File: src/sv/ips_patch_stream_parser_defines.svh
// assertion macros for the ips patch stream parser
// no dependencies; included by the top level
`ifndef IPS_PATCH_STREAM_PARSER_DEFINES_SVH
`define IPS_PATCH_STREAM_PARSER_DEFINES_SVH

// same-cycle implication, checked out of reset
`define IPSP_ASSERT_NOW(label, clk, rst_n, ante, cons) \
    label: assert property (@(posedge clk) disable iff (!(rst_n)) (ante) |-> (cons)) \
        else $error("ipsp assertion failed");

// next-cycle implication, checked out of reset
`define IPSP_ASSERT_NEXT(label, clk, rst_n, ante, cons) \
    label: assert property (@(posedge clk) disable iff (!(rst_n)) (ante) |=> (cons)) \
        else $error("ipsp assertion failed");

`endif

File: src/sv/ipsp_pkg.sv
// shared types and constants of the ips patch stream parser
// no dependencies
package ipsp_pkg;

    localparam int BYTE_W     = 8;
    localparam int PATCH_LEN_W = 24;
    localparam int OFFSET_W   = 24;
    localparam int SIZE_W     = 16;
    localparam int ADDR_W     = 25;
    localparam int KIND_W     = 3;
    localparam int COUNT_W    = 3;

    localparam logic [OFFSET_W-1:0]    EOF_MARK       = 24'h454F46;
    localparam logic [COUNT_W-1:0]     HEADER_LEN     = 3'd5;
    localparam logic [COUNT_W-1:0]     OFFSET_BYTES   = 3'd3;
    localparam logic [COUNT_W-1:0]     SIZE_BYTES     = 3'd2;
    localparam logic [PATCH_LEN_W-1:0] PATCH_LEN_RST  = 24'hFFFFFF;

    typedef enum logic [KIND_W-1:0] {
        K_DATA     = 3'd0,
        K_RUN      = 3'd1,
        K_END      = 3'd2,
        K_SIZE_ERR = 3'd3,
        K_TRUNC    = 3'd4
    } t_kind;

    typedef struct packed {
        logic [BYTE_W-1:0] patch_byte;
        logic              last_byte;
    } t_item;

    typedef struct packed {
        t_kind             kind;
        logic [ADDR_W-1:0] target_address;
        logic [SIZE_W-1:0] run_length;
        logic [BYTE_W-1:0] byte_value;
        logic              record_end;
    } t_result;

endpackage

File: src/sv/ipsp_if.sv
// valid/ready channel interfaces for patch bytes and parse results
// depends on ipsp_pkg
interface ipsp_in_if;
    import ipsp_pkg::*;

    logic              valid;
    logic              ready;
    logic [BYTE_W-1:0] patch_byte;
    logic              last_byte;

    modport source (output valid, output patch_byte, output last_byte, input ready);
    modport sink   (input valid, input patch_byte, input last_byte, output ready);
endinterface

interface ipsp_out_if;
    import ipsp_pkg::*;

    logic              valid;
    logic              ready;
    logic [KIND_W-1:0] kind;
    logic [ADDR_W-1:0] target_address;
    logic [SIZE_W-1:0] run_length;
    logic [BYTE_W-1:0] byte_value;
    logic              record_end;

    modport source (output valid, output kind, output target_address, output run_length,
                    output byte_value, output record_end, input ready);
    modport sink   (input valid, input kind, input target_address, input run_length,
                    input byte_value, input record_end, output ready);
endinterface

File: src/sv/ips_patch_stream_parser.sv
// ips patch stream parser: top level, input register, parser, result register
// depends on ipsp_pkg, ipsp_if, ipsp_in_stage, ipsp_parser, ipsp_out_stage
//
//  channel    dir  handshake     payload
//  i_item     in   valid/ready   patch_byte[7:0], last_byte
//  o_result   out  valid/ready   kind[2:0], target_address[24:0], run_length[15:0],
//                                byte_value[7:0], record_end
//  i_cfg_*    in   write enable  patch_length[23:0]
//
// one item per cycle unless the result side stalls; an item goes into the input register,
// its result into the result register, set by the single parser step between them
// items that give no result pass through without occupying the result register
// a stalled result holds the parser; the input register still takes one more item
// synchronous active-low reset clears control state and sets patch_length to all ones
`include "ips_patch_stream_parser_defines.svh"

module ips_patch_stream_parser (
    input  logic                             i_clk,
    input  logic                             i_rst_n,
    ipsp_in_if.sink                          i_item,
    ipsp_out_if.source                       o_result,
    input  logic                             i_cfg_we,
    input  logic [ipsp_pkg::PATCH_LEN_W-1:0] i_cfg_data
);
    import ipsp_pkg::*;

    t_item   in_item;
    t_item   stage_item;
    logic    stage_valid;
    logic    advance;
    logic    res_valid;
    t_result res;
    t_result out_res;
    logic    out_valid;
    logic    in_ready;

    assign in_item.patch_byte = i_item.patch_byte;
    assign in_item.last_byte  = i_item.last_byte;
    assign i_item.ready       = in_ready;

    ipsp_in_stage u_in_stage (
        .i_clk     (i_clk),
        .i_rst_n   (i_rst_n),
        .i_valid   (i_item.valid),
        .i_item    (in_item),
        .o_ready   (in_ready),
        .i_advance (advance),
        .o_valid   (stage_valid),
        .o_item    (stage_item)
    );

    ipsp_parser u_parser (
        .i_clk       (i_clk),
        .i_rst_n     (i_rst_n),
        .i_cfg_we    (i_cfg_we),
        .i_cfg_data  (i_cfg_data),
        .i_step      (stage_valid && advance),
        .i_item      (stage_item),
        .o_res_valid (res_valid),
        .o_res       (res)
    );

    ipsp_out_stage u_out_stage (
        .i_clk       (i_clk),
        .i_rst_n     (i_rst_n),
        .i_advance   (advance),
        .i_res_valid (stage_valid && res_valid),
        .i_res       (res),
        .i_ready     (o_result.ready),
        .o_advance   (advance),
        .o_valid     (out_valid),
        .o_res       (out_res)
    );

    assign o_result.valid          = out_valid;
    assign o_result.kind           = out_res.kind;
    assign o_result.target_address = out_res.target_address;
    assign o_result.run_length     = out_res.run_length;
    assign o_result.byte_value     = out_res.byte_value;
    assign o_result.record_end     = out_res.record_end;

    // end, size error and truncation carry nothing but their kind
    `IPSP_ASSERT_NOW(a_status_fields_zero, i_clk, i_rst_n,
        out_valid && out_res.kind != K_DATA && out_res.kind != K_RUN,
        out_res.target_address == '0 && out_res.run_length == '0 &&
        out_res.byte_value == '0 && !out_res.record_end)

    // a fill run never marks a record end
    `IPSP_ASSERT_NOW(a_run_no_rend, i_clk, i_rst_n,
        out_valid && out_res.kind == K_RUN, !out_res.record_end)

    // a held item stays in the input register while the result side is stalled
    `IPSP_ASSERT_NEXT(a_stall_holds_item, i_clk, i_rst_n,
        stage_valid && !advance, stage_valid && $stable(stage_item))

    // an accepted item lands in the input register
    `IPSP_ASSERT_NEXT(a_accept_fills_stage, i_clk, i_rst_n,
        i_item.valid && in_ready, stage_valid)
endmodule

File: src/sv/ipsp_in_stage.sv
// input register stage: holds one accepted patch byte until the parser steps
// depends on ipsp_pkg
module ipsp_in_stage (
    input  logic           i_clk,
    input  logic           i_rst_n,
    input  logic           i_valid,
    input  ipsp_pkg::t_item i_item,
    output logic           o_ready,
    input  logic           i_advance,
    output logic           o_valid,
    output ipsp_pkg::t_item o_item
);
    import ipsp_pkg::*;

    logic  r_valid;
    t_item r_item;

    // the slot frees up whenever the parser consumes its item
    assign o_ready = !r_valid || i_advance;
    assign o_valid = r_valid;
    assign o_item  = r_item;

    always_ff @(posedge i_clk) begin
        if (!i_rst_n) begin
            r_valid <= 1'b0;
        end else if (o_ready) begin
            r_valid <= i_valid;
        end
    end

    always_ff @(posedge i_clk) begin
        if (o_ready && i_valid) begin
            r_item <= i_item;
        end
    end
endmodule

File: src/sv/ipsp_parser.sv
// record parser: phase state, field assembly and result formation per byte
// depends on ipsp_pkg
module ipsp_parser (
    input  logic                             i_clk,
    input  logic                             i_rst_n,
    input  logic                             i_cfg_we,
    input  logic [ipsp_pkg::PATCH_LEN_W-1:0] i_cfg_data,
    input  logic                             i_step,
    input  ipsp_pkg::t_item                  i_item,
    output logic                             o_res_valid,
    output ipsp_pkg::t_result                o_res
);
    import ipsp_pkg::*;

    typedef enum logic [2:0] {
        PH_HEADER = 3'd0,
        PH_OFFSET = 3'd1,
        PH_SIZE   = 3'd2,
        PH_DATA   = 3'd3,
        PH_RUNLEN = 3'd4,
        PH_FILL   = 3'd5,
        PH_DONE   = 3'd6
    } t_phase;

    logic [PATCH_LEN_W-1:0] r_patch_length;
    t_phase                 r_phase,        n_phase;
    logic [COUNT_W-1:0]     r_field_count,  n_field_count;
    logic [OFFSET_W-1:0]    r_record_offset, n_record_offset;
    logic [SIZE_W-1:0]      r_record_size,  n_record_size;
    logic [SIZE_W-1:0]      r_data_index,   n_data_index;

    logic [COUNT_W-1:0]  cnt_inc;
    logic [OFFSET_W-1:0] off_shift;
    logic [SIZE_W-1:0]   size_shift;
    logic [SIZE_W:0]     idx_inc;
    logic                rend;
    logic                boundary;
    logic                hit;
    t_result             res;

    assign cnt_inc    = r_field_count + 3'd1;
    assign off_shift  = {r_record_offset[OFFSET_W-BYTE_W-1:0], i_item.patch_byte};
    assign size_shift = {r_record_size[SIZE_W-BYTE_W-1:0], i_item.patch_byte};
    assign idx_inc    = {1'b0, r_data_index} + {{SIZE_W{1'b0}}, 1'b1};
    assign rend       = idx_inc >= {1'b0, r_record_size};

    always_comb begin
        n_phase         = r_phase;
        n_field_count   = r_field_count;
        n_record_offset = r_record_offset;
        n_record_size   = r_record_size;
        n_data_index    = r_data_index;
        boundary        = 1'b0;
        hit             = 1'b0;
        res             = '0;

        case (r_phase)
            PH_HEADER: begin
                n_field_count = cnt_inc;
                if (cnt_inc >= HEADER_LEN) begin
                    n_phase       = PH_OFFSET;
                    n_field_count = '0;
                end
                boundary = 1'b1;
            end
            PH_OFFSET: begin
                n_record_offset = off_shift;
                n_field_count   = cnt_inc;
                if (cnt_inc >= OFFSET_BYTES) begin
                    n_field_count = '0;
                    if (off_shift == EOF_MARK) begin
                        res.kind = K_END;
                        hit      = 1'b1;
                        n_phase  = PH_DONE;
                        boundary = 1'b1;
                    end else begin
                        n_phase       = PH_SIZE;
                        n_record_size = '0;
                    end
                end
            end
            PH_SIZE: begin
                n_record_size = size_shift;
                n_field_count = cnt_inc;
                if (cnt_inc >= SIZE_BYTES) begin
                    n_field_count = '0;
                    n_data_index  = '0;
                    // a zero size is checked against the length too
                    if ({{(PATCH_LEN_W-SIZE_W){1'b0}}, size_shift} >= r_patch_length) begin
                        res.kind = K_SIZE_ERR;
                        hit      = 1'b1;
                        n_phase  = PH_DONE;
                        boundary = 1'b1;
                    end else if (size_shift == '0) begin
                        n_phase = PH_RUNLEN;
                    end else begin
                        n_phase = PH_DATA;
                    end
                end
            end
            PH_DATA: begin
                res.kind           = K_DATA;
                res.target_address = {1'b0, r_record_offset}
                                   + {{(ADDR_W-SIZE_W){1'b0}}, r_data_index};
                res.byte_value     = i_item.patch_byte;
                res.record_end     = rend;
                hit                = 1'b1;
                n_data_index       = idx_inc[SIZE_W-1:0];
                if (rend) begin
                    n_phase         = PH_OFFSET;
                    n_record_offset = '0;
                    n_data_index    = '0;
                    boundary        = 1'b1;
                end
            end
            PH_RUNLEN: begin
                n_record_size = size_shift;
                n_field_count = cnt_inc;
                if (cnt_inc >= SIZE_BYTES) begin
                    n_field_count = '0;
                    n_phase       = PH_FILL;
                end
            end
            PH_FILL: begin
                res.kind           = K_RUN;
                res.target_address = {1'b0, r_record_offset};
                res.run_length     = r_record_size;
                res.byte_value     = i_item.patch_byte;
                hit                = 1'b1;
                n_phase            = PH_OFFSET;
                n_record_offset    = '0;
                n_record_size      = '0;
                boundary           = 1'b1;
            end
            default: begin
                // done: swallow bytes until the last flag
                n_phase  = PH_DONE;
                boundary = 1'b1;
            end
        endcase

        if (i_item.last_byte) begin
            if (!boundary) begin
                res      = '0;
                res.kind = K_TRUNC;
                hit      = 1'b1;
            end
            n_phase         = PH_HEADER;
            n_field_count   = '0;
            n_record_offset = '0;
            n_record_size   = '0;
            n_data_index    = '0;
        end
    end

    assign o_res_valid = hit;
    assign o_res       = res;

    always_ff @(posedge i_clk) begin
        if (!i_rst_n) begin
            r_patch_length  <= PATCH_LEN_RST;
            r_phase         <= PH_HEADER;
            r_field_count   <= '0;
            r_record_offset <= '0;
            r_record_size   <= '0;
            r_data_index    <= '0;
        end else begin
            if (i_cfg_we) begin
                r_patch_length <= i_cfg_data;
            end
            if (i_step) begin
                r_phase         <= n_phase;
                r_field_count   <= n_field_count;
                r_record_offset <= n_record_offset;
                r_record_size   <= n_record_size;
                r_data_index    <= n_data_index;
            end
        end
    end
endmodule

File: src/sv/ipsp_out_stage.sv
// result register: holds one parse result until the sink takes it
// depends on ipsp_pkg
module ipsp_out_stage (
    input  logic              i_clk,
    input  logic              i_rst_n,
    input  logic              i_advance,
    input  logic              i_res_valid,
    input  ipsp_pkg::t_result i_res,
    input  logic              i_ready,
    output logic              o_advance,
    output logic              o_valid,
    output ipsp_pkg::t_result o_res
);
    import ipsp_pkg::*;

    logic    r_valid;
    t_result r_res;

    // room downstream when empty or being taken this cycle
    assign o_advance = !r_valid || i_ready;
    assign o_valid   = r_valid;
    assign o_res     = r_res;

    always_ff @(posedge i_clk) begin
        if (!i_rst_n) begin
            r_valid <= 1'b0;
        end else if (i_advance) begin
            r_valid <= i_res_valid;
        end
    end

    always_ff @(posedge i_clk) begin
        if (i_advance && i_res_valid) begin
            r_res <= i_res;
        end
    end
endmodule

File: src/flat_wrapper.sv
// flat-port wrapper written by rule: the top's interface ports become plain ports
module ips_patch_stream_parser_flat import ipsp_pkg::*;
  (i_clk, i_rst_n, i_cfg_we, i_cfg_data, i_item_valid, i_item_patch_byte, i_item_last_byte, i_item_ready, o_result_valid, o_result_kind, o_result_target_address, o_result_run_length, o_result_byte_value, o_result_record_end, o_result_ready);
  ipsp_in_if i_item_i ();
  ipsp_out_if o_result_i ();
  input  logic i_clk;
  input  logic i_rst_n;
  input  logic i_cfg_we;
  input  logic [ipsp_pkg::PATCH_LEN_W-1:0] i_cfg_data;
  input wire logic [$bits(i_item_i.valid)-1:0] i_item_valid;
  input wire logic [$bits(i_item_i.patch_byte)-1:0] i_item_patch_byte;
  input wire logic [$bits(i_item_i.last_byte)-1:0] i_item_last_byte;
  output wire logic [$bits(i_item_i.ready)-1:0] i_item_ready;
  output wire logic [$bits(o_result_i.valid)-1:0] o_result_valid;
  output wire logic [$bits(o_result_i.kind)-1:0] o_result_kind;
  output wire logic [$bits(o_result_i.target_address)-1:0] o_result_target_address;
  output wire logic [$bits(o_result_i.run_length)-1:0] o_result_run_length;
  output wire logic [$bits(o_result_i.byte_value)-1:0] o_result_byte_value;
  output wire logic [$bits(o_result_i.record_end)-1:0] o_result_record_end;
  input wire logic [$bits(o_result_i.ready)-1:0] o_result_ready;
  assign i_item_i.valid = i_item_valid;
  assign i_item_i.patch_byte = i_item_patch_byte;
  assign i_item_i.last_byte = i_item_last_byte;
  assign i_item_ready = i_item_i.ready;
  assign o_result_valid = o_result_i.valid;
  assign o_result_kind = o_result_i.kind;
  assign o_result_target_address = o_result_i.target_address;
  assign o_result_run_length = o_result_i.run_length;
  assign o_result_byte_value = o_result_i.byte_value;
  assign o_result_record_end = o_result_i.record_end;
  assign o_result_i.ready = o_result_ready;
  ips_patch_stream_parser u_core (.i_clk(i_clk), .i_rst_n(i_rst_n), .i_item(i_item_i), .o_result(o_result_i), .i_cfg_we(i_cfg_we), .i_cfg_data(i_cfg_data));
endmodule
File: config.mk
export PLATFORM = sky130hd
export DESIGN_NAME = ips_patch_stream_parser_flat
export DESIGN_NICKNAME = d
export VERILOG_FILES = /design/src/sv/ipsp_pkg.sv /design/src/sv/ipsp_if.sv /design/src/sv/ips_patch_stream_parser.sv /design/src/sv/ipsp_in_stage.sv /design/src/sv/ipsp_parser.sv /design/src/sv/ipsp_out_stage.sv /design/src/flat_wrapper.sv
export VERILOG_INCLUDE_DIRS = /design/src /design/src/sv
export SDC_FILE = /design/constraint.sdc
export NUM_CORES = 1
export LEC_CHECK = 0
export ABC_AREA = 1
export BUFFER_PORTS_ARGS = -buffer_cell sky130_fd_sc_hd__buf_2
export CORE_MARGIN = 4
export CORE_UTILIZATION = 40
export CTS_BUF_LIST = sky130_fd_sc_hd__clkbuf_4
export DETAILED_ROUTE_END_ITERATION = 8
export HOLD_SLACK_MARGIN = 0.05
export PLACE_DENSITY = 0.58
export SYNTH_ARGS = -nofsm -noshare
export SYNTH_HDL_FRONTEND = slang
export SYNTH_SLANG_ARGS = --single-unit
File: constraint.sdc
create_clock -name i_clk -period 10.8 [get_ports i_clk]
set_input_delay 1.62 -clock i_clk [delete_from_list [all_inputs] [get_ports i_clk]]
set_output_delay 1.62 -clock i_clk [all_outputs]
set_load 0.03 [all_outputs]
* Word level (Yosys, flattened, before mapping) *
Index checks and enable logic that the tools add are counted.
Widths: inputs -> output; s select.

word-level totals
  flip-flop bits (word level) = 150
  input bits = 38
  output and inout port bits = 55
  logic and storage cells = 102

cells by class
  $add $sub $neg = 3
  order comparisons = 5
  eq/ne operators = 12
  mux-type cells = 46
  reduce and logical (&&, ||, !) cells = 21

operators by type and width
  operator               number
  $mux 16                7
  $mux 53                2
  $pmux 24 s3            1
  $pmux 25 s2            1
  $mux 24                2
  $pmux 16 s3            1
  $mux 3                 13
  $pmux 16 s2            1
  $add 24x16->25         1
  $eq 24x23->1 const B   1
  $ge 16x24->1           1
  $ne 3x2->1 const B     6
  $pmux 3 s3             2
  $pmux 3 s6             1
  $add 16x1->17 const B  1
  $ge 17x16->1           1
  $logic_not 16->1       1
  $reduce_bool 4->1      3
  $mux 1                 8
  $mux 2                 4
  $mux 8                 1
  $eq 3x2->1 const B     2
  $eq 3x3->1 const B     2
  $ge 3x2->1 const B     2
  15 further kinds       22

* Longest topological paths before layout *
  depth in word-level cells = 8
  gate-level depth with buffers = 21
  mapped depth without buffers = 21

* Modules after synthesis *
From an unflattened synthesis, not the netlist that was laid out.

unflattened totals
  cells, all modules = 1172
  area total of the unflattened synthesis = 8752.1 µm²

modules (own cells, without submodules)
  module                   times used  cells each  area an instance (µm²)  seq. area each (µm²)
  ipsp_parser              1           1090        6769.0                  1721.7
  ipsp_out_stage           1           62          1646.6                  1611.5
  ipsp_in_stage            1           16          321.6                   290.3
  ips_patch_stream_parser  1           4           15.0                    0.0

* Worst setup path before layout *
Ideal clock, no wire load.

  kind = flip-flop to flip-flop
  start point = register u_core.u_parser.r_data_index[1]
  end point = register u_core.u_out_stage.r_res, in the netlist u_core.u_out_stage.o_res[0], enable pin
  library setup time = 0.481 ns
  data arrival time = 4.901 ns
  required time = 10.319 ns
  path slack = 5.418 ns
  stages on the path, launching flop included = 19
  path buffers = 0
  period minus slack after synthesis = 5.382 ns
  path through = dfxtp_1 > ha_1 > nand2_1 > nor2_2 > nand3_1 > nor2_1 > nand2_1 > xnor2_1 > ha_1 > nand2_1 > nor2_1 > nand2_1 > nand3b_1 > nand4_1 > nor2_2 > nand2_1 > nand2_1 > nand2_1 > a21oi_1

between the ends
  cells in the longest elaborated chain, start to end = 8

RTL lines
  item                    line                           text
  from (decl)             ipsp_parser.sv:30              logic [SIZE_W-1:0] r_data_index, n_data_index;
  from (signal assigned)  ipsp_parser.sv:176             r_data_index <= n_data_index;
  $add 16x1->17           ipsp_parser.sv:44              assign idx_inc = {1'b0, r_data_index} + {{SIZE_W{1'b0}}, 1'b1};
  $ge 17x16->1            ipsp_parser.sv:45              assign rend = idx_inc >= {1'b0, r_record_size};
  $mux 1                  ipsp_parser.sv:109             if (rend) begin
  $pmux 1 s4              ipsp_parser.sv:57              case (r_phase)
  $mux 1                  ipsp_parser.sv:143             if (!boundary) begin
  $mux 1                  ipsp_parser.sv:142             if (i_item.last_byte) begin
  $logic_and 1x1->1       ips_patch_stream_parser.sv:67  .i_res_valid (stage_valid && res_valid),
  $logic_and 1x1->1       ipsp_out_stage.sv:33           if (i_advance && i_res_valid) begin
  to (signal assigned)    ipsp_out_stage.sv:34           r_res <= i_res;
  to (decl)               ipsp_out_stage.sv:17           t_result r_res;

Every way passes these cells.
A chain may end at the register's enable or synchronous reset.

* Worst setup path after layout *
  start point = register u_core.u_parser.r_data_index[0]
  end point = register u_core.u_out_stage.r_res, in the netlist u_core.u_out_stage.o_res[51], enable pin

Same word-level chain as after synthesis.

==> results.md <==
- Commonest non-fill, non-tap cell in the layout: nand2_1
- Die ar.: 23500 sq um
- CP Capture Type: flop
- ANT nets after route: 0
- Number of global-route vias before repair: 7235
- Gpl congestion: 0.925
- Pwr Total: 1.13 mW
- CTS tree: yes
- VDD IR max: 0.0000566 V
- Synth Flop Type: dfxtp_1
- Vias: 7609
- Maxcap violations: 0
- Die height: 153 um
- Switching pwr: 0.326 mW
- H-tree levels: 4
- Leakage power: 4.09 nW
- Total core area: 20500 sq um
- CP Max Fanout: 53
- Avg Cell Area, Syn: 7.56 sq um
- GRT Total Usage: 20.3%
- CP max-delay cell: buf_4
- Register area share after synthesis: 42.8%
- Most frequent cells in the layout: nand2_1, a21oi_1, nor2_1
- Clk pwr share: 34.6%
- Setup total negative slack: 0 ns
- Worst hold path type: reg2reg
- Critical path arrival: 4.08 ns
- Cell count after synthesis: 1119
- Critical path's top delay family: simple AND/OR/NAND/NOR gates
- Total grt overflow: 0
- Iteration-0 DRC Markers: 544
- Mapped Area: 8460 sq um
- Post-CTS sizing: 0
- Most frequent cell on the critical path: nand2_1
- Slew Viols, Final: 0
- Pint: 0.806 mW
- Worst endpoint required time: 11.03 ns
- Clock Path Buffers: 2
- Syn nets: 1211
- Nets: 1286
- Clock Skew: 0.0234 ns
- PD cells: 120 nW/um^2
- Final min period: 3.85 ns
- Clk sink count: 150
- Crit path largest cell delay: 0.56 ns
- Number of flops mapped to enable cells by yosys: 62
- Total CTS buffers: 17
- Crit-path cells: ha_1 > nand2_1 > nor2_2 > nand3_1 > nor2_1 > nand2_1 > xnor2_1 > ha_1 > nand2_1 > nor2_1 > nand2_1 > nand3b_1 > nand4_1 > nor2_2 > nand2_1 > nand2_1 > nand2_1 > a21oi_4 > buf_4
- Finish-stage setup viols: 0
- Initial Util: 41.3%
- #FFs+latches synth: 150
- Area Overhead vs Synth: 11.3%
- Sequential power share: 55.0%
- Final hold viol count: 0
- RSZ-0062 raised after global routing: no
- DIE WIDTH: 153 um
- Largest net degree at the start of global routing: 62
- Worst Setup Start Kind: flop
- First-pass GRT wire length: 38.3 mm
- Clock root buffer: clkbuf_4
- DRC viols: 0
- Library cells used by synthesis: 44
- Initial antenna violation count: 2
- Vias/cell: 5.14
- Worst skew pair latency: 0.60 ns
- Combinational share of power: 10.3%
- I/O pins: 93
- Placement row count: 52
- Initial DRT Pass Iterations: 5
- WL final: 23.6 mm
- Share of post-route cells with drive strength above 1: 12.5%
- Net Sw Frac: 28.8%
- Worst setup path class: reg2reg
- Yosys Warn Count: 0
- Fmax: 0.260 GHz
- Worst Max-Slew Pin Slew: 1.03 ns
- Hold-fix buffers, CTS: 0
- Final period util: 35.6%
- Setup repair bufs after CTS: 0
- HPWL Detailed: 17.0 mm
- Critical path buffers and inverters: 1
- Status: finished clean
- Port bufs: 92
- Relative slew slack: 31.2%
- CTS clock-pin slew for the worst setup and hold paths: 0.14 ns
- Layout fillers: 2131
- Drt wl/cell: 15.9 um
- FFs w/ async S/R, synth: 0%
-- layer usage --
metal	routed length (um)	track usage [%]	share of wire [%]
met1	11000	27.3	47
met2	10900	33.2	46
met3	1090	3.70	4.6
met4	652	6.85	2.8
met5	0	0	0
-- sequential cells by signal (all words and copies together) (netlist names) --
register / cells
u_core.u_parser.r_patch_length: 24
u_core.u_out_stage.o_res: 53
u_core.u_parser.r_record_offset: 24
u_core.u_parser.r_record_size: 16
u_core.u_in_stage.o_valid: 1
u_core.u_parser.r_data_index: 16
u_core.u_parser.r_phase: 3
u_core.u_parser.r_field_count: 3
u_core.u_out_stage.o_valid: 1
u_core.u_in_stage.o_item: 9
-- synthesized netlist by cell type (5+ instances only) --
library cell  count  area share [%]
a21oi_1         141             8.3
xor2_1           10             1.0
a21o_1            6            0.53
o21ai_0          68             4.0
or2_2             5            0.37
clkbuf_1         25             1.1
inv_1           125             5.5
buf_2             6            0.35
nor2_2            7            0.52
nand2_1         246              11
nor3_1           20             1.2
nand4_1          24             1.8
nor2_1          129             5.7
ha_1             53             7.8
dfxtp_1          88              21
nand3_1          51             3.0
edfxtp_1         62              22
-- worst reg2reg max path, stage by stage, from the launching register on --
cell	delay, ns
dfxtp_1	0.45
ha_1	0.24
nand2_1	0.11
nor2_2	0.16
nand3_1	0.14
nor2_1	0.17
nand2_1	0.08
xnor2_1	0.22
ha_1	0.29
nand2_1	0.09
nor2_1	0.04
nand2_1	0.05
nand3b_1	0.10
nand4_1	0.09
nor2_2	0.16
nand2_1	0.07
nand2_1	0.09
nand2_1	0.17
a21oi_4	0.16
buf_4	0.56
-- metrics by stage --
stage                     area, sq um  cells  hold WS, ns  setup slack, ns  util [%]
after global placement           9100   1445        0.442             7.02      44.4
after CTS                        9410   1477        0.477             6.90      45.9
after global routing             9420   1479        0.499             6.50      45.9
after detailed placement         9100   1445        0.444             6.93      44.4
final                            9420   1479        0.473             6.95      45.9
after floorplan                  8460   1119        0.430             5.42         -
-- power by group through the flow --
stage | clock network, mW | registers, mW | logic (mW)
finish | 0.392 | 0.623 | 0.117
global route | 0.426 | 0.625 | 0.133
CTS | 0.398 | 0.623 | 0.118
detailed placement | 0 | 0.635 | 0.117
global placement | 0 | 0.635 | 0.116
floorplan | 0 | 0.635 | 0.0804
-- cell families after synthesis --
group / share of synthesized area, %
xor gates and xnor gates: 1.45
and+or+nand+nor: 25.4
buffers and inverters: 8.21
AOI/OAI and AO/OA: 14.1
adders and majority gates: 8.07
DFF: 42.8
-- worst paths after layout --
check                                                    endpoint  cells after the start                                       startpoint  slack (ns)
hold reg to reg   u_core.u_parser.r_patch_length[19]$_SDFFE_PN1P_                      2  u_core.u_parser.r_patch_length[19]$_SDFFE_PN1P_        0.47
setup reg to reg           u_core.u_out_stage.o_res[51]$_DFFE_PP_                     19     u_core.u_parser.r_data_index[0]$_SDFFE_PN0P_        6.95
hold / removal    u_core.u_parser.r_patch_length[19]$_SDFFE_PN1P_                      2  u_core.u_parser.r_patch_length[19]$_SDFFE_PN1P_        0.47
setup / recovery           u_core.u_out_stage.o_res[51]$_DFFE_PP_                     19     u_core.u_parser.r_data_index[0]$_SDFFE_PN0P_        6.95
-- layout make-up --
| type | count | area (sq um) | share of cell area [%] |
|---|---|---|---|
| clock buffers | 18 | 135 | 1.44 |
| flip-flops and latches | 150 | 3620 | 38.5 |
| inverters | 132 | 495 | 5.26 |
| clock inverters | 14 | 175 | 1.86 |
| multi-input cells | 797 | 4150 | 44.1 |
| repair buffers | 96 | 490 | 5.21 |
| well taps | 270 | 338 | 3.59 |
| diodes | 2 | 5.00 | 0.0531 |
(Power assumes the default switching activity.)
